### config.mk
export PLATFORM = sky130hd
export DESIGN_NAME = rwc_cell
export DESIGN_NICKNAME = d
export VERILOG_FILES = /design/src/hdl/rwc_pkg.sv /design/src/hdl/rwc_cell.sv
export SDC_FILE = /design/constraint.sdc
export NUM_CORES = 1
export LEC_CHECK = 0
export ABC_AREA = 1
export BUFFER_PORTS_ARGS = -buffer_cell sky130_fd_sc_hd__buf_2
export CAP_MARGIN = 15
export CORE_UTILIZATION = 53
export CTS_CLUSTER_DIAMETER = 40
export DETAILED_ROUTE_END_ITERATION = 7
export PLACE_DENSITY = 0.9
export SLEW_MARGIN = 20
export SYNTH_ARGS = -nofsm -noshare
export SYNTH_HDL_FRONTEND = slang
export SYNTH_SLANG_ARGS = --single-unit
### constraint.sdc
create_clock -name clk -period 8.5 [get_ports clk]
set_input_delay 1.275 -clock clk [delete_from_list [all_inputs] [get_ports clk]]
set_output_delay 1.275 -clock clk [all_outputs]
set_load 0.05 [all_outputs]
### src/hdl/rwc_pkg.sv
// Package for the RGB 5x5 window convolution core: widths, codes, types.
// No dependencies; imported by every module of the core.
package rwc_pkg;

    localparam int KSIZE = 5;
    localparam int HALF = KSIZE / 2;
    localparam int CH_W = 8;
    localparam int PIX_W = 3 * CH_W;

    localparam int CFG_W = 12;
    localparam int CFG_IDX_W = 1;
    localparam logic [CFG_IDX_W-1:0] REG_IMAGE_WIDTH = 1'b0;
    localparam logic [CFG_IDX_W-1:0] REG_IMAGE_HEIGHT = 1'b1;
    localparam logic [CFG_W-1:0] WIDTH_RESET = 12'd640;
    localparam logic [CFG_W-1:0] HEIGHT_RESET = 12'd480;

    localparam logic CMD_PIXEL = 1'b0;
    localparam logic CMD_FLUSH = 1'b1;

    localparam int MAX_WIDTH_DEF = 2048;
    localparam int MAX_HEIGHT_DEF = 2048;
    localparam int DIM_W = 14;

    localparam int HEAVY_ROW = 1;
    localparam int HEAVY_COL = 4;
    localparam int HEAVY_GAIN_SHIFT = 2;

    localparam int CSUM_W = 11;
    localparam int TSUM_W = 13;
    localparam int KERNEL_DIV = 25;
    localparam int RECIP_SHIFT = 18;
    localparam int RECIP = (1 << RECIP_SHIFT) / KERNEL_DIV + 1;
    localparam int RECIP_W = 14;
    localparam int PROD_W = TSUM_W + RECIP_W;
    localparam int QUOT_W = PROD_W - RECIP_SHIFT;
    localparam logic [CH_W-1:0] SAT_MAX = 8'hFF;

    typedef logic [PIX_W-1:0] pixel_t;
    typedef logic [KSIZE-1:0][PIX_W-1:0] column_t;
    typedef logic [KSIZE-2:0][PIX_W-1:0] lines_t;

    typedef struct packed {
        logic [CSUM_W-1:0] red;
        logic [CSUM_W-1:0] green;
        logic [CSUM_W-1:0] blue;
    } csum_t;

    typedef struct packed {
        logic [TSUM_W-1:0] red;
        logic [TSUM_W-1:0] green;
        logic [TSUM_W-1:0] blue;
    } tsum_t;

endpackage

### src/hdl/rwc_cell.sv
// One window column cell: five pixels of a column, its position tags,
// and the masked weighted column sum. Depends on rwc_pkg.
module rwc_cell #(
    parameter int CW = 11,
    parameter int RW = 12,
    parameter bit HEAVY = 1'b0
) (
    input  logic                          clk,
    input  logic                          shift,
    input  rwc_pkg::column_t              col_in,
    input  logic [CW-1:0]                 xtag_in,
    input  logic [RW-1:0]                 ytag_in,
    input  logic [rwc_pkg::KSIZE-1:0]     mask,
    output rwc_pkg::column_t              col_out,
    output logic [CW-1:0]                 xtag_out,
    output logic [RW-1:0]                 ytag_out,
    output rwc_pkg::csum_t                csum
);
    import rwc_pkg::*;

    column_t       col_reg;
    logic [CW-1:0] xtag_reg;
    logic [RW-1:0] ytag_reg;

    always_ff @(posedge clk)
    begin
        if (shift)
        begin
            col_reg  <= col_in;
            xtag_reg <= xtag_in;
            ytag_reg <= ytag_in;
        end
    end

    always_comb
    begin
        csum = '0;
        for (int k = 0; k < KSIZE; k++)
        begin
            if (mask[k])
            begin
                if (HEAVY && k == HEAVY_ROW)
                begin
                    csum.red   = csum.red
                        + (CSUM_W'(col_reg[k][CH_W-1:0]) << HEAVY_GAIN_SHIFT);
                    csum.green = csum.green
                        + (CSUM_W'(col_reg[k][2*CH_W-1:CH_W]) << HEAVY_GAIN_SHIFT);
                    csum.blue  = csum.blue
                        + (CSUM_W'(col_reg[k][3*CH_W-1:2*CH_W]) << HEAVY_GAIN_SHIFT);
                end
                else
                begin
                    csum.red   = csum.red + CSUM_W'(col_reg[k][CH_W-1:0]);
                    csum.green = csum.green + CSUM_W'(col_reg[k][2*CH_W-1:CH_W]);
                    csum.blue  = csum.blue + CSUM_W'(col_reg[k][3*CH_W-1:2*CH_W]);
                end
            end
        end
    end

    assign col_out  = col_reg;
    assign xtag_out = xtag_reg;
    assign ytag_out = ytag_reg;

endmodule

==> impl_results.md <==
* Synthesized instance count at 1237
* Final Net Count at 1820
* CTS clk-pin slew, worst paths at 70 ps
* Die area at 20100 µm²
* Core Region at 19000 µm²
* Seq/Total Area, Yosys at 0.414
* Total track usage at 0.276
* Final Hold Vio Count at 0
* Synth top area share at 0.414
* Outcome: finished clean
* Crit. End Element: primary output
* Antenna cells at 0
* Die height at 142 µm
* Area added between synthesis and finish at 24.1%
* HPWL after DPL at 21.8 mm
* DR vias at 9613
* Slew headroom at 0.283
* CP startpoint kind: input pin
* Max Root-Sink Buffers at 2
* Count leader, synth: nand2_1
* Cts hold-fix bufs at 0
* FFs w/ async S/R, synth at 0
* Area post-placement at 12200 µm²
* Global-route wire length before repair at 43.1 mm
* Critical Path RT at 7220 ps
* Die width at 142 µm
* Pre-CTS setup slack at 505 ps
* WHS at 1010 ps
* Drt pass-1 iters at 7
* P_leak at 6.65 nW
* Mapped cell area at 10400 µm²
* Unrepaired setup endpoints after global routing: no
* Critical path's most frequent cell: nand2_1
* CTS tree: done
* Yosys top cell by area: edfxtp_1
* TritonCTS sink count at 143
* Max-Cap Viols at 0
* Routed len/inst at 15.0 µm
* Slowest stage delay, CP at 420 ps
* Average size of a mapped cell at 8.38 µm²
* Slowest cell on crit path: fa_1
* CP Class: input pin to primary output
* Fin area at 12900 µm²
* Vias in the first global route at 9405
* Syn Nets at 1494
* Worst-Margin Slew at 1070 ps
* Antenna violations before repair at 0
* Fill count at 1539
* Post-layout util at 0.679
* Top area cells in the synthesized netlist: edfxtp_1, nand2_1, ha_1
* H-Tree Depth at 4
* Setup violators final at 0
* Commonest cells in the netlist: nand2_1, inv_1, edfxtp_1
* Worst setup margin at 609 ps
* Site Rows at 50
* Vias per cell at 5.24
* # IOs at 326
* Yosys cell types at 38
* #FFs+latches synth at 143
* Worst EP arrival at 6620 ps
* Setup TNS at 0 ps
* Initial Util at 0.547
* Maximum fanout along the worst path at 15
* CTS Buf Count at 17
* Largest net degree at the start of global routing at 73
* Root buf cell: clkbuf_16
* IO buf count at 325
* RD Place Congestion at 0.955
* Pwr per Cell Area at 243 nW/µm²
* Routed Antenna Nets at 0
* FMAX at 0.127 GHz
* DRC viols at 0
* Fin crit share at 0.928
* Minimum clock period at 7890 ps
* Synth Flop Type: edfxtp_1
* YS warnings at 0
* Final wirelength at 27.6 mm
* Initial drt markers at 448
* Grt ovf at 0
* Fin. max-slew vios at 0
* Maximum VDD drop at 0.000163 V
* Hold Path Class: input pin to flip-flop
* Number of synthesized flops with an enable pin at 143
* Share of layout cells above drive strength 1 at 0.262
-- layout by cell type (no fill, tap or decap), types with 2 or more instances in the layout --
cell type   instances
a21boi_0            2
a21o_1              4
a21oi_1            68
a31oi_1            10
and2_1             16
buf_2             323
buf_4               4
bufinv_16           2
clkbuf_16          18
clkinvlp_4          3
edfxtp_1          143
fa_1               12
ha_1               94
inv_1             170
inv_2               2
inv_6               6
inv_8               2
nand2_1           362
nand2_2            16
nand3_1           102
nand3_2             9
nand3b_1            2
nand4_1            22
nor2_1             35
nor2_2              3
nor3_1              3
o211ai_1            5
o21a_1              4
o21ai_0            53
o21ai_1             9
o21ai_2             7
o21bai_1            7
or2_2              11
xnor2_1            10
xor2_1             25
-- per-layer routing --
layer / part of all wire / GRT usage / up-vias
met4: 0.030 / 0.104 / 0
li1: - / - / 4794
met3: 0.062 / 0.0648 / 57
met5: 0 / 0 / -
met1: 0.39 / 0.289 / 4398
met2: 0.52 / 0.530 / 364
-- final cells by class --
class / instances / area (µm²) / area share
multi-input cells: 897 / 5280 / 0.411
flip-flops and latches: 143 / 4290 / 0.334
repair buffers: 331 / 1710 / 0.133
inverters: 173 / 649 / 0.0505
clock buffers: 17 / 425 / 0.0331
well taps: 260 / 325 / 0.0253
clock inverters: 14 / 174 / 0.0135
-- per-stage QoR --
step	power, mW	cells
after detailed placement	2.35	1803
after CTS	3.12	1834
after global placement	2.32	1803
after floorplan	2.02	1237
after global routing	3.31	1835
final	3.12	1835
-- flip-flops by register name, indices dropped and copies added (netlist names) --
register,count
col_out,120
xtag_out,11
ytag_out,12
-- power breakdown --
part	switching [mW]	internal (mW)
Combinational	1.02	0.449
Clock	0.326	0.442
Sequential	0.0407	0.841
-- final timing paths --
path,end,startpoint,cells past startpoint,slack (ps)
worst max-delay path,csum[31],mask[0],36,610
worst min-delay path,col_out[28]$_DFFE_PP_,col_in[28],1,1010
-- cells by family (layout without fill, tap and decap cells) --
logic type                 after synthesis  count (layout)  synth area share
AOI/OAI and AO/OA                      171             171            0.0921
xor gates and xnor gates                35              35            0.0296
and+or+nand+nor                        584             584             0.249
buffers and inverters                  197             535            0.0769
DFF                                    143             143             0.414
adders and majority gates              107             107             0.138
-- critical path: cells and delay by family --
| family | cells | cell delay [ps] |
|---|---|---|
| AOI/OAI and AO/OA | 4 | 770 |
| xor gates and xnor gates | 2 | 240 |
| buffers and inverters | 7 | 790 |
| adders and majority gates | 5 | 1590 |
| and+or+nand+nor | 18 | 1940 |
-- what timing repair did --
item,CTS,global route
setup buffers,0,0
endpoints found under the setup margin,0,6
gates resized for setup,0,6
hold endpoints to repair,0,0
(Power assumes the default switching activity.)
