**config.mk**
```make
export PLATFORM = sky130hd
export DESIGN_NAME = rwc_sum
export DESIGN_NICKNAME = d
export VERILOG_FILES = /design/src/hdl/rwc_pkg.sv /design/src/hdl/rwc_sum.sv
export SDC_FILE = /design/constraint.sdc
export NUM_CORES = 1
export LEC_CHECK = 0
export BUFFER_PORTS_ARGS = -buffer_cell sky130_fd_sc_hd__buf_2
export CORE_MARGIN = 10
export CORE_UTILIZATION = 40
export CTS_CLUSTER_SIZE = 30
export DETAILED_ROUTE_END_ITERATION = 16
export MAX_ROUTING_LAYER = met4
export PLACE_DENSITY_LB_ADDON = 0.15
export SLEW_MARGIN = 20
export SYNTH_ARGS = -nofsm -noshare
export SYNTH_HDL_FRONTEND = slang
export SYNTH_SLANG_ARGS = --single-unit
```
**constraint.sdc**
```tcl
create_clock -name clk -period 14.6 [get_ports clk]
set_clock_uncertainty 0.15 [all_clocks]
set_input_delay 2.19 -clock clk [delete_from_list [all_inputs] [get_ports clk]]
set_output_delay 2.19 -clock clk [all_outputs]
set_load 0.03 [all_outputs]
```
**src/hdl/rwc_pkg.sv**
```systemverilog
// Package for the RGB 5x5 window convolution core: widths, codes, types.
// No dependencies; imported by every module of the core.
package rwc_pkg;

    localparam int KSIZE = 5;
    localparam int HALF = KSIZE / 2;
    localparam int CH_W = 8;
    localparam int PIX_W = 3 * CH_W;

    localparam int CFG_W = 12;
    localparam int CFG_IDX_W = 1;
    localparam logic [CFG_IDX_W-1:0] REG_IMAGE_WIDTH = 1'b0;
    localparam logic [CFG_IDX_W-1:0] REG_IMAGE_HEIGHT = 1'b1;
    localparam logic [CFG_W-1:0] WIDTH_RESET = 12'd640;
    localparam logic [CFG_W-1:0] HEIGHT_RESET = 12'd480;

    localparam logic CMD_PIXEL = 1'b0;
    localparam logic CMD_FLUSH = 1'b1;

    localparam int MAX_WIDTH_DEF = 2048;
    localparam int MAX_HEIGHT_DEF = 2048;
    localparam int DIM_W = 14;

    localparam int HEAVY_ROW = 1;
    localparam int HEAVY_COL = 4;
    localparam int HEAVY_GAIN_SHIFT = 2;

    localparam int CSUM_W = 11;
    localparam int TSUM_W = 13;
    localparam int KERNEL_DIV = 25;
    localparam int RECIP_SHIFT = 18;
    localparam int RECIP = (1 << RECIP_SHIFT) / KERNEL_DIV + 1;
    localparam int RECIP_W = 14;
    localparam int PROD_W = TSUM_W + RECIP_W;
    localparam int QUOT_W = PROD_W - RECIP_SHIFT;
    localparam logic [CH_W-1:0] SAT_MAX = 8'hFF;

    typedef logic [PIX_W-1:0] pixel_t;
    typedef logic [KSIZE-1:0][PIX_W-1:0] column_t;
    typedef logic [KSIZE-2:0][PIX_W-1:0] lines_t;

    typedef struct packed {
        logic [CSUM_W-1:0] red;
        logic [CSUM_W-1:0] green;
        logic [CSUM_W-1:0] blue;
    } csum_t;

    typedef struct packed {
        logic [TSUM_W-1:0] red;
        logic [TSUM_W-1:0] green;
        logic [TSUM_W-1:0] blue;
    } tsum_t;

endpackage

```
**src/hdl/rwc_sum.sv**
```systemverilog
// Window total and scaling: adds the five column sums, divides by the
// kernel divisor through a reciprocal, saturates. Depends on rwc_pkg.
module rwc_sum (
    input  logic                      clk,
    input  logic                      en,
    input  rwc_pkg::csum_t            col_sum [rwc_pkg::KSIZE],
    output logic [rwc_pkg::CH_W-1:0]  red,
    output logic [rwc_pkg::CH_W-1:0]  green,
    output logic [rwc_pkg::CH_W-1:0]  blue
);
    import rwc_pkg::*;

    csum_t col_sum_reg [KSIZE];
    tsum_t total_reg;
    tsum_t total_next;

    function automatic logic [CH_W-1:0] scale(input logic [TSUM_W-1:0] s);
        logic [PROD_W-1:0] prod;
        logic [QUOT_W-1:0] quot;
        prod = PROD_W'(s) * PROD_W'(RECIP);
        quot = prod[PROD_W-1:RECIP_SHIFT];
        if (quot > QUOT_W'(SAT_MAX))
        begin
            return SAT_MAX;
        end
        return quot[CH_W-1:0];
    endfunction

    always_comb
    begin
        total_next = '0;
        for (int k = 0; k < KSIZE; k++)
        begin
            total_next.red   = total_next.red + TSUM_W'(col_sum_reg[k].red);
            total_next.green = total_next.green + TSUM_W'(col_sum_reg[k].green);
            total_next.blue  = total_next.blue + TSUM_W'(col_sum_reg[k].blue);
        end
    end

    always_ff @(posedge clk)
    begin
        if (en)
        begin
            col_sum_reg <= col_sum;
            total_reg   <= total_next;
        end
    end

    assign red   = scale(total_reg.red);
    assign green = scale(total_reg.green);
    assign blue  = scale(total_reg.blue);

endmodule

```
==> metrics.md <==
| Metric | Value |
|---|---|
| Post-synthesis adder-cell area fraction | 48.56% |
| Hold crit path type | reg2reg |
| Worst reg-to-reg setup slack | 10.29 ns |
| First-pass iteration count of the detailed router | 4 |
| Critical path type | reg2out |
| Relative slew slack | roughly two fifths |
| Critical Path Fanout Max | 7 |
| Largest net degree at the start of global routing | 77 |
| Number of synthesized flops with an enable pin | just over 200 |
| I/O Buffers | 190 |
| Mux share of post-synthesis cell area | less than 1% |
| Post-CTS Setup Inserts | 0 |
| Async set or reset register ratio after synthesis | 0% |
| Drt total wl | roughly 39 mm |
| Via density | around 4.7 |
| Proportion of layout cells with a drive suffix above 1 | roughly 14% |
| Core area | 47650 µm² |
| Ys Warns | 0 |
| Run status | finished, final reports clean |
| Critical path arrival | between 5 and 6 ns |
| CTS Buffer Depth | 3 |
| Synth area leader | edfxtp_1 |
| TNS Setup | 0 ns |
| # clock sinks | slightly above 200 |
| RSZ-0062 raised after global routing | no |
| DPL Wire Length | between 30 and 40 mm |
| TritonCTS Buffers | 26 |
| R2r worst-path depth | 16 |
| Synth area leaders | edfxtp_1 32%, fa_1 28%, ha_1 21% |
| Worst r2r dst | total_reg[37] |
| Crit Reg-Reg Startpoint | col_sum_reg[23] |
| Rows | 80 |
| Clock root cell | clkbuf_16 |
| Resize count post-CTS | 0 |
| Register area share after synthesis | 31.90% |
| Register area | a little over 6000 µm² |
| Initial antenna violation count | 6 |
| Fillers | around 4400 |
| Mapped cell area | between 15000 and 20000 µm² |
| Slew Limit Fails | 0 |
| Layout area overhead | 13.58% |
| Final Hold Viols | 0 |
| # setup viols final | 0 |
| Prevailing post-synth register cell | edfxtp_1 |
| Drt first-iter violations | 473 |
| Hold Path Depth | 1 |
| Tightest Pin Transition | just over 0.9 ns |
| Dpl cell area | between 20000 and 25000 µm² |
| MaxCap Viol Count | 0 |
| Largest family of logic cells by synthesized area | adder cells |
| Wire length per cell | around 16 µm |
| Post-place setup slack | 7.048 ns |
| Post-CTS Hold Fix Bufs | 0 |
| Final ANT Viol Nets | 0 |
| Die area | ~57000 µm² |
| Fin area | approximately 22000 µm² |
| Seq cells post-synth | around 200 |
| Most frequent cells in the layout | 385 x inv_1, 318 x ha_1, 267 x fa_1 |
| Compound-gate portion of the synthesized area | 6.021% |
| Crit path time final | a little over 8 ns |
| Synth top area share | 31.90% |
| Nets | 2511 |
| Commonest non-fill, non-tap cell in the layout | inv_1 |
| Initial Util | 40.30% |
| # H-tree levels | 1 |
| Area of the multi-input gates | approximately 12000 µm² |
| Critical Path RT | approximately 12 ns |
| Most repeated library cell on the critical path | fa_1 |
| Total Routing Usage GR | between 10% and 20% |
| Vias | roughly 11000 |
| First-pass GRT wire length | between 60 and 70 mm |
| Residual DRC | 0 |
| Vias in the first global route | roughly 12000 |
| Worst Slack Setup Final | around 6.5 ns |
| Post-synthesis simple-gate area fraction | under 10% |
| Critical Path Sink Type | output port |
| Number of flip-flops under the largest register name | ~170 |
| Mapped Cells | 1540 |
| CP Launch Type | register |
| Grt ovf | 0 |
| Worst Hold End | total_reg[26] |
| Crit-path cells | ha_1 -> fa_1 -> fa_1 -> fa_1 -> inv_1 -> fa_1 -> inv_1 -> ha_1 -> a21oi_1 -> o22ai_1 -> nor3_1 -> o221ai_2 -> a21oi_2 -> a31oi_1 -> xnor2_2 -> o2111ai_1 -> buf_2 |
| Xor/xnor share of the synthesized area | under 10% |
| Post-synth cell types | 56 |
| CTS tree | yes |
| Clock transition at path regs | ~0.05 ns |
| Syn Area/Cell | between 10 and 15 µm² |
| Slowest cell on crit path | edfxtp_1 |
| Top delay family on crit path | adder cells |
| Worst-skew pair later-pin latency | ~0.56 ns |
| Worst path max stage delay | between 0.5 and 0.6 ns |
| Fin util | approximately 46% |
| Max frequency | between 0.1 and 0.15 GHz |
| HP Start | col_sum_reg[154] |
| Final period util | 55.32% |
| CP Buf/Inv Count | 3 |
| Mapped Nets | roughly 2300 |
| Routability Congestion | between 0.8 and 0.9 |
| Die Y | about 240 µm |
| Die span in x | around 240 µm |
| I/O pin total | roughly 190 |
worst reg2reg max path: stages (launching register included):
cell	delay, ns
edfxtp_1	0.42
fa_1	0.52
fa_1	0.50
inv_1	0.05
fa_1	0.42
inv_1	0.06
ha_1	0.16
inv_1	0.06
fa_1	0.46
nor2b_1	0.12
o21ai_0	0.10
a21boi_0	0.24
o21ai_0	0.13
a21oi_1	0.20
o21ai_0	0.14
mux2i_1	0.19
nand2_1	0.11
worst max-delay path by stage:
stage / startpoint / endpoint / slack (ns) / cells past startpoint
floorplan: total_reg[10] / blue[0] / 7.23 / 16
global placement: total_reg[35] / red[5] / 7.11 / 17
detailed placement: total_reg[37] / red[5] / 7.05 / 17
CTS: total_reg[37] / red[5] / 6.43 / 17
global route: total_reg[36] / red[5] / 6.07 / 17
finish: total_reg[37] / red[5] / 6.52 / 17
cell usage after synthesis (2+ instances only):
| cell type | instances |
|---|---|
| inv_1 | 385 |
| ha_1 | 318 |
| fa_1 | 267 |
| edfxtp_1 | 204 |
| nand2_1 | 51 |
| a21oi_1 | 44 |
| xnor2_1 | 39 |
| o21ai_0 | 35 |
| nor2_1 | 25 |
| a21o_1 | 23 |
| nor3_1 | 14 |
| nand3_1 | 13 |
| nor2b_1 | 13 |
| xor2_1 | 11 |
| o21a_1 | 7 |
| o21bai_1 | 7 |
| a31oi_1 | 6 |
| a21boi_0 | 5 |
| nand2b_1 | 5 |
| nand4_1 | 5 |
| o211ai_1 | 5 |
| o21ai_1 | 5 |
| a41oi_1 | 4 |
| a211o_1 | 3 |
| a211oi_1 | 3 |
| o22ai_1 | 3 |
| or3_1 | 3 |
| a221oi_1 | 2 |
| and3_1 | 2 |
| and4_1 | 2 |
| mux2i_1 | 2 |
| o2111ai_1 | 2 |
| o31ai_1 | 2 |
| or2_2 | 2 |
| xnor2_2 | 2 |
area by class of cell:
cell class,count,area share (%)
Clock inverter,17,0.8147
Inverter,385,6.627
Sequential cell,204,28.09
Clock buffer,31,3.069
Timing Repair Buffer,192,4.469
Tap cell,615,3.528
Multi-Input combinational cell,950,53.31
Antenna cell,8,0.09180
per-stage QoR:
stage | hold slack, ns | instances
final | 0.4121 | 2402
after global routing | 0.4425 | 2399
after CTS | 0.4131 | 2394
after detailed placement | 0.4007 | 2346
after global placement | 0.4017 | 2346
after floorplan | 0.3756 | 1540
kinds of logic after synthesis:
logic type / after synthesis
xor gates and xnor gates: 52
AOI/OAI and AO/OA: 172
buffers and inverters: 386
DFF: 204
and+or+nand+nor: 139
adders and majority gates: 585
muxes: 2
per-layer routing:
| layer | global-route usage, % | part of all wire, % |
|---|---|---|
| met4 | 2.392 | 1.5 |
| met2 | 21.33 | 44 |
| met1 | 20.68 | 50 |
| met3 | 2.582 | 4.8 |
| met5 | - | 0 |
Power is not shown: default switching activity piles up to over one toggle a cycle in this logic, so the estimate is an artifact.
